### src/hw/rtl/mfbp_pkg.sv
// Shared constants and types of the MSB-first bit packer.
package mfbp_pkg;

    // Widest field that one item may append; wider requests saturate to it.
    localparam int MAX_FIELD_BITS = 32;

    // Fixed widths of the input fields.
    localparam int CNT_W   = 6;
    localparam int VALUE_W = 32;

    // Pending bits plus one full field.
    localparam int ACC_W     = MAX_FIELD_BITS + 7;
    // Accumulator rounded up to whole bytes, left aligned for the drain.
    localparam int WORD_W    = ((ACC_W + 7) / 8) * 8;
    localparam int MAX_BYTES = WORD_W / 8;
    localparam int NB_W      = $clog2(MAX_BYTES + 1);
    localparam int TOT_W     = $clog2(ACC_W + 1);
    localparam int SH_W      = $clog2(WORD_W + 1);

    // Depth of the queue between the front and the back.
    localparam int QUEUE_DEPTH = 4;
    localparam int QPTR_W      = $clog2(QUEUE_DEPTH);
    localparam int QCNT_W      = $clog2(QUEUE_DEPTH + 1);

    // One queued job: the bytes to send, MSB first, and how many there are.
    typedef struct packed {
        logic [WORD_W-1:0] word;
        logic [NB_W-1:0]   nbytes;
    } t_entry;

endpackage

### src/hw/rtl/mfbp_front.sv
// Front part: accepts fields, merges them with the pending bits and queues whole bytes.
module mfbp_front (
    input  logic                        i_clk,
    input  logic                        i_rst_n,
    input  logic                        i_valid,
    output logic                        o_ready,
    input  logic [mfbp_pkg::CNT_W-1:0]   i_count,
    input  logic [mfbp_pkg::VALUE_W-1:0] i_value,
    input  logic                        i_pad,
    input  logic                        i_full,
    output logic                        o_push,
    output mfbp_pkg::t_entry            o_push_data
);
    import mfbp_pkg::*;

    logic [6:0]       r_pend_bits;
    logic [2:0]       r_pend_cnt;
    logic [6:0]       n_pend_bits;
    logic [2:0]       n_pend_cnt;
    logic             accept;
    logic [TOT_W-1:0] sat_cnt;
    logic [ACC_W-1:0] field_mask;
    logic [ACC_W-1:0] acc;
    logic [TOT_W-1:0] total;
    logic [SH_W-1:0]  shift;
    logic [TOT_W:0]   padded;
    logic [2:0]       rem;
    logic [6:0]       rem_mask;

    function automatic logic [6:0] rem_mask_of_cnt(input logic [2:0] c);
        rem_mask_of_cnt = 7'((8'd1 << c) - 8'd1);
    endfunction

    assign o_ready = !i_full;
    assign accept  = i_valid && !i_full;

    always_comb begin
        if (int'(i_count) > MAX_FIELD_BITS) begin
            sat_cnt = TOT_W'(MAX_FIELD_BITS);
        end else begin
            sat_cnt = TOT_W'(i_count);
        end
        field_mask = (ACC_W'(1) << sat_cnt) - ACC_W'(1);
        acc        = (ACC_W'(r_pend_bits) << sat_cnt) | (ACC_W'(i_value) & field_mask);
        total      = sat_cnt + TOT_W'(r_pend_cnt);
        shift      = SH_W'(WORD_W) - SH_W'(total);
        // A pad rounds the bit total up, so the zero-filled byte comes out too.
        padded     = {1'b0, total} + (i_pad ? (TOT_W+1)'(7) : (TOT_W+1)'(0));
        rem        = total[2:0];
        rem_mask   = 7'((8'd1 << rem) - 8'd1);

        o_push_data.word   = WORD_W'(acc) << shift;
        o_push_data.nbytes = NB_W'(padded >> 3);
        o_push             = accept && (o_push_data.nbytes != '0);

        if (i_pad) begin
            n_pend_bits = '0;
            n_pend_cnt  = '0;
        end else begin
            n_pend_bits = acc[6:0] & rem_mask;
            n_pend_cnt  = rem;
        end
    end

    always_ff @(posedge i_clk) begin
        if (!i_rst_n) begin
            r_pend_bits <= '0;
            r_pend_cnt  <= '0;
        end else if (accept) begin
            r_pend_bits <= n_pend_bits;
            r_pend_cnt  <= n_pend_cnt;
        end
    end

    // A padded field always leaves the stream byte aligned.
    a_pad_aligns: assert property (@(posedge i_clk) disable iff (!i_rst_n)
        accept && i_pad |=> r_pend_cnt == '0)
        else $error("pending bits left after a padded field");

    // Bits above the pending count are always zero.
    a_pend_clean: assert property (@(posedge i_clk) disable iff (!i_rst_n)
        (r_pend_bits & ~rem_mask_of_cnt(r_pend_cnt)) == '0)
        else $error("stale bits above the pending count");

endmodule

### src/hw/rtl/mfbp_queue.sv
// Small register queue that carries byte jobs from the front to the back.
module mfbp_queue (
    input  logic             i_clk,
    input  logic             i_rst_n,
    input  logic             i_push,
    input  mfbp_pkg::t_entry i_push_data,
    output logic             o_full,
    output logic             o_valid,
    output mfbp_pkg::t_entry o_data,
    input  logic             i_pop
);
    import mfbp_pkg::*;

    t_entry             r_mem [QUEUE_DEPTH];
    logic [QPTR_W-1:0]  r_wr_ptr;
    logic [QPTR_W-1:0]  r_rd_ptr;
    logic [QCNT_W-1:0]  r_count;
    logic               do_push;
    logic               do_pop;

    assign o_full  = (r_count == QCNT_W'(QUEUE_DEPTH));
    assign o_valid = (r_count != '0);
    assign o_data  = r_mem[r_rd_ptr];
    assign do_push = i_push && !o_full;
    assign do_pop  = i_pop && o_valid;

    always_ff @(posedge i_clk) begin
        if (do_push) begin
            r_mem[r_wr_ptr] <= i_push_data;
        end
    end

    always_ff @(posedge i_clk) begin
        if (!i_rst_n) begin
            r_wr_ptr <= '0;
            r_rd_ptr <= '0;
            r_count  <= '0;
        end else begin
            if (do_push) begin
                r_wr_ptr <= r_wr_ptr + QPTR_W'(1);
            end
            if (do_pop) begin
                r_rd_ptr <= r_rd_ptr + QPTR_W'(1);
            end
            r_count <= r_count + QCNT_W'(do_push) - QCNT_W'(do_pop);
        end
    end

    a_no_overflow: assert property (@(posedge i_clk) disable iff (!i_rst_n)
        !(i_push && o_full))
        else $error("push into a full queue");

    a_no_underflow: assert property (@(posedge i_clk) disable iff (!i_rst_n)
        !(i_pop && !o_valid))
        else $error("pop from an empty queue");

endmodule

### src/hw/rtl/mfbp_back.sv
// Back part: drains queued jobs, one byte per cycle unless stalled, into the output register.
module mfbp_back (
    input  logic             i_clk,
    input  logic             i_rst_n,
    input  logic             i_valid,
    input  mfbp_pkg::t_entry i_data,
    output logic             o_pop,
    output logic             o_tvalid,
    input  logic             i_tready,
    output logic [7:0]       o_tdata,
    output logic             o_tlast
);
    import mfbp_pkg::*;

    logic [WORD_W-1:0] r_word;
    logic [NB_W-1:0]   r_left;
    logic              r_out_valid;
    logic [7:0]        r_out_byte;
    logic              r_out_last;
    logic              out_free;
    logic              emit;
    logic              load;

    assign out_free = !r_out_valid || i_tready;
    assign emit     = out_free && (r_left != '0);
    // The next job loads while the last byte of the current one goes out.
    assign load     = i_valid && ((r_left == '0) || ((r_left == NB_W'(1)) && out_free));
    assign o_pop    = load;

    always_ff @(posedge i_clk) begin
        if (!i_rst_n) begin
            r_left      <= '0;
            r_out_valid <= 1'b0;
        end else begin
            if (load) begin
                r_left <= i_data.nbytes;
            end else if (emit) begin
                r_left <= r_left - NB_W'(1);
            end
            if (emit) begin
                r_out_valid <= 1'b1;
            end else if (out_free) begin
                r_out_valid <= 1'b0;
            end
        end
    end

    always_ff @(posedge i_clk) begin
        if (load) begin
            r_word <= i_data.word;
        end else if (emit) begin
            r_word <= r_word << 8;
        end
        if (emit) begin
            r_out_byte <= r_word[WORD_W-1 -: 8];
            r_out_last <= (r_left == NB_W'(1));
        end
    end

    assign o_tvalid = r_out_valid;
    assign o_tdata  = r_out_byte;
    assign o_tlast  = r_out_last;

    a_left_bound: assert property (@(posedge i_clk) disable iff (!i_rst_n)
        r_left <= NB_W'(MAX_BYTES))
        else $error("byte count of the current job out of range");

endmodule

### src/hw/rtl/msb_first_bit_packer.sv
// Top level of the MSB-first bit packer: front, queue and back wired together.
// Path: with the queue empty and the back idle, an accepted item is written into the queue,
// loaded into the back, then its first byte is registered; queued jobs and output stalls delay it.
// Throughput: the front takes one item per cycle while its four-entry queue has room; the back
// sends one byte per cycle unless the output stalls, so an item takes one transfer per byte.
// A field that completes no byte never enters the queue and never occupies the output.
// Reset is synchronous and active low; it empties the queue and leaves the stream byte aligned.
module msb_first_bit_packer (
    input  logic        i_clk,
    input  logic        i_rst_n,
    // Input transaction: one bit field.
    input  logic        i_s_tvalid,
    output logic        o_s_tready,
    input  logic [39:0] i_s_tdata,   // [5:0] bit_count, [37:6] bit_value, [39:38] zero
    input  logic        i_s_tuser,   // [0] pad_to_byte
    // Output transaction: one packed byte.
    output logic        o_m_tvalid,
    input  logic        i_m_tready,
    output logic [7:0]  o_m_tdata,   // [7:0] out_byte
    output logic        o_m_tlast    // out_last: final byte caused by one input field
);
    import mfbp_pkg::*;

    logic   q_push;
    t_entry q_push_data;
    logic   q_full;
    logic   q_valid;
    t_entry q_data;
    logic   q_pop;

    // The front holds the partial byte and turns each field into a left-aligned
    // job of whole bytes, including the zero-filled byte that a pad closes.
    mfbp_front u_front (
        .i_clk       (i_clk),
        .i_rst_n     (i_rst_n),
        .i_valid     (i_s_tvalid),
        .o_ready     (o_s_tready),
        .i_count     (i_s_tdata[CNT_W-1:0]),
        .i_value     (i_s_tdata[CNT_W+VALUE_W-1:CNT_W]),
        .i_pad       (i_s_tuser),
        .i_full      (q_full),
        .o_push      (q_push),
        .o_push_data (q_push_data)
    );

    // The queue lets the front keep taking fields while the output is stalled.
    mfbp_queue u_queue (
        .i_clk       (i_clk),
        .i_rst_n     (i_rst_n),
        .i_push      (q_push),
        .i_push_data (q_push_data),
        .o_full      (q_full),
        .o_valid     (q_valid),
        .o_data      (q_data),
        .i_pop       (q_pop)
    );

    // The back shifts each job out one byte per unstalled cycle and marks its final byte.
    mfbp_back u_back (
        .i_clk    (i_clk),
        .i_rst_n  (i_rst_n),
        .i_valid  (q_valid),
        .i_data   (q_data),
        .o_pop    (q_pop),
        .o_tvalid (o_m_tvalid),
        .i_tready (i_m_tready),
        .o_tdata  (o_m_tdata),
        .o_tlast  (o_m_tlast)
    );

endmodule

### config.mk
export PLATFORM = sky130hd
export DESIGN_NAME = msb_first_bit_packer
export DESIGN_NICKNAME = d
export VERILOG_FILES = /design/src/hw/rtl/mfbp_pkg.sv /design/src/hw/rtl/mfbp_front.sv /design/src/hw/rtl/mfbp_queue.sv /design/src/hw/rtl/mfbp_back.sv /design/src/hw/rtl/msb_first_bit_packer.sv
export SDC_FILE = /design/constraint.sdc
export NUM_CORES = 1
export LEC_CHECK = 0
export ABC_AREA = 1
export BUFFER_PORTS_ARGS = -buffer_cell sky130_fd_sc_hd__buf_2
export CORE_UTILIZATION = 65
export DETAILED_ROUTE_END_ITERATION = 8
export PLACE_DENSITY = 0.83
export SLEW_MARGIN = 20
export SYNTH_ARGS = -nofsm -noshare
export SYNTH_HDL_FRONTEND = slang
export SYNTH_HIERARCHICAL = 1
export SYNTH_SLANG_ARGS = --single-unit
### constraint.sdc
create_clock -name i_clk -period 9.7 [get_ports i_clk]
set_clock_uncertainty 0.15 [all_clocks]
set_input_delay 1.455 -clock i_clk [delete_from_list [all_inputs] [get_ports i_clk]]
set_output_delay 1.455 -clock i_clk [all_outputs]
set_load 0.02 [all_outputs]
==> impl_metrics.py <==
metrics = {
    "outcome": {
        "outcome": "completed",
    },
    "global_route": {
        "grt_pass1_wl_um": 61620,
        "number_of_antenna_violations_at_the_first_check_in_global_routing": 0,
        "grt_use_total": 0.3506,
        "globalRoute.totalOverflow": 0,
        "globalRouteMet2Util": 0.5825,
        "grt-busiest-layer": "met2",
        "grt_pass1_vias": 12200,
        "grt_start_max_net_pins": 87,
        "grt.met3_usage": 0.04788,
        "met1_usage": 0.4631,
    },
    "synth": {
        "synth_compound_area_frac": 0.07780,
        "yosysUniqueCellTypes": 40,
        "synth-edff-count": 221,
        "synth_top_cells_by_area": "edfxtp_1 46%, nand3_1 15%, nand2_1 8.1%",
        "synth_seq_area_share": 0.4942,
        "synthesis.area_per_instance_um2": 8.316,
        "post_synth_inst_count": 1727,
        "synth_most_common_cell": "nand3_1",
        "synth-simple-area-share": 0.3293,
        "synth.cell_area_mm2": 0.01436,
        "syn_nets": 1795,
        "adder_cell_share_of_the_synthesized_area": 0.02108,
        "post_synth_most_frequent_cells": "427 x nand3_1, 308 x nand2_1, 221 x edfxtp_1",
        "synthMuxAreaShare": 0,
        "postSynthRegisterBits": 244,
        "synth_largest_area_cell": "edfxtp_1",
        "synth_top_flop_cell": "edfxtp_1",
        "synthXorXnorAreaFrac": 0.006621,
        "largest_family_of_logic_cells_by_synthesized_area": "simple AND/OR/NAND/NOR gates",
        "synth.top_cell.area_share": 0.4621,
        "asyncSetResetFlopFracSynth": 0,
        "yosys_warnings": 6,
    },
    "placed_design": {
        "numPortBuffers": 53,
        "routabilityCongestion": 1.010,
        "detailedPlacementHpwl_um": 26040,
    },
    "clock_network": {
        "cts.root.buffer_cell": "clkbuf_16",
        "number_of_buffers_on_the_longest_clock_path": 3,
        "cts.sink_count": 244,
        "insertion_delay_ns": 0.53,
        "cts_made_buffers": 25,
        "cts_post_setup_buffers_inserted": 0,
        "tritoncts": "done",
        "ctsHoldBuffers": 0,
        "post_cts.resized_instances": 0,
        "path_clk_slew_ns": 0.06,
        "cts-htree-levels": 1,
    },
    "route": {
        "post-route-drc-count": 0,
        "detail_route.wirelength_um": 39240,
        "num_vias": 13040,
        "avgRoutedWirePerCell_um": 19.48,
        "drt_first_pass_iters": 6,
        "drt-vias-per-instance": 6.473,
        "detailedRoute.firstIterationViolations": 1781,
        "route.antenna.remaining_nets": 0,
    },
    "timing": {
        "fin_worst_hold_slack_ns": 0.2701,
        "final_number_of_setup_violating_endpoints": 0,
        "setup_repair_after_global_routing_missed_its_margin": "false",
        "timing_limited_maximum_frequency_mhz": 155.4,
        "timing.setup.tns_ns": 0,
        "fin_crit_sh": 0.6633,
        "hold_viol": 0,
        "post-route-min-period_ns": 6.434,
        "worst_slew_pin_slew_ns": 1.111,
        "drv_slew": 0,
        "maxSlewHeadroom": 0.2568,
    },
    "setup_path": {
        "reg2regPathDepth": 20,
        "reg2reg_slack_ns": 5.14,
        "critPathCaptureType": "register",
        "crit_type": "in2reg",
        "worstPathArrival_ns": 6.73,
        "sort_of_element_at_the_start_of_the_critical_path": "input port",
        "critical_path_peak_fanout": 22,
        "worstPathRequired_ns": 10.00,
    },
    "cells_and_area": {
        "antenna_cells_inserted": 0,
        "finish.net_count": 1783,
        "syn2layout_area_growth_pct": 6.647,
        "fill_cell_instance_count_of_the_final_layout": 1705,
        "final_layout_size_suffix_gt1_frac": 0.09458,
    },
    "power_and_ir_drop": {
        "ir_worst_vdd_uv": 183.4,
        "p_per_area_mw_per_mm2": 277.3,
        "power_leakage_nw": 6.355,
    },
    "die": {
        "pin_count": 56,
        "die_width_um": 150.6,
        "initial_core_util": 0.6601,
        "design.die.area_mm2": 0.02269,
        "die_y_um": 150.6,
        "standard_cell_rows": 54,
        "fp.coreArea_mm2": 0.02176,
    },
    "run": {
        "max-cap-violations": 0,
    },
    "worst_hold_path": {
        "hold_path_class": "reg2reg",
        "hold_depth": 0,
    },
}
power by group:
part | leakage (nW) | switching [mW] | total, mW | internal, mW
Sequential | 2.29 | 0.0802 | 1.65 | 1.57
Combinational | 3.69 | 1.23 | 1.68 | 0.451
Clock | 0.382 | 0.394 | 0.925 | 0.531
metrics by stage:
step | area [µm²] | power (mW) | util | cells | worst slack, ns
final | 15320 | 4.248 | 0.7040 | 2014 | 3.266
after floorplan | 14360 | 2.892 | - | 1727 | 3.141
after detailed placement | 14520 | 3.300 | 0.6672 | 1968 | 2.850
after global routing | 15320 | 4.499 | 0.7040 | 2014 | 2.921
after CTS | 15320 | 4.230 | 0.7040 | 2014 | 3.345
after global placement | 14520 | 3.228 | 0.6672 | 1968 | 3.010
state kept, by name, summed over array words and instances (netlist names), 2 cells and up, named ones only:
register,cells
u_queue/r_count,3
u_front/r_pend_cnt,3
u_back/r_left,3
u_front/r_pend_bits,7
u_queue/r_rd_ptr,2
u_queue/r_mem,172
u_back/o_tdata,8
u_back/r_word,40
u_queue/r_wr_ptr,2
cell usage in the layout (no fill, tap or decap), drive strengths merged, types with 4 or more instances in the layout:
master and n:
xor2 8, nand4 70, nor2 203, inv 107
a21boi 4, clkinvlp 4, ha 21, o21ai 112
or2 4, dfxtp 23, a21oi 41, nand2 321
buf 69, clkbuf 28, nand3 429, o22ai 43
clkinv 11, edfxtp 221
critical path, stage by stage:
cell	delay (ns)
buf_2	0.26
inv_2	0.39
nand3_1	0.18
a21boi_1	0.37
ha_1	0.26
inv_1	0.06
fa_1	0.54
inv_1	0.12
ha_1	0.29
nor2_1	0.04
a21oi_1	0.17
nor2_1	0.07
o21ai_0	0.29
xor2_1	0.39
o31ai_1	0.11
inv_1	0.14
nand2_1	0.28
ha_1	0.38
inv_1	0.06
ha_1	0.14
inv_1	0.05
fa_1	0.40
a21boi_0	0.14
nor2_1	0.16
cell families after synthesis:
| kind of cell | Yosys count |
|---|---|
| simple gates | 1030 |
| flops | 244 |
| buf+inv | 214 |
| compound gates | 206 |
| fa+ha+maj | 23 |
| xor+xnor | 10 |
metal layers:
metal  wire, µm  up-vias
met5          0        -
met4       1475        0
met3       3835      128
met2      18700      798
met1      15220     6055
li1           -     6055
path summary, 6_finish.rpt:
path                                            from                       endpoint
setup / recovery                        i_s_tdata[4]  u_queue/r_count[2]$_SDFF_PN0_
hold / removal           u_back/r_word[39]$_DFFE_PP_    u_back/o_tdata[7]$_DFFE_PP_
setup reg to reg  u_front/r_pend_cnt[0]$_SDFFE_PN0P_  u_queue/r_count[2]$_SDFF_PN0_
hold reg to reg          u_back/r_word[39]$_DFFE_PP_    u_back/o_tdata[7]$_DFFE_PP_
cell type report:
cell class / instances / area [µm²] / share of cell area
well taps: 280 / 350.3 / 0.02287
clock buffers: 28 / 636.9 / 0.04158
multi-input cells: 1269 / 6277 / 0.4099
repair buffers: 69 / 385.4 / 0.02516
clock inverters: 18 / 162.7 / 0.01062
flip-flops and latches: 244 / 7098 / 0.4634
inverters: 106 / 405.4 / 0.02647
No activity file was read; power rests on OpenSTA's default activity.
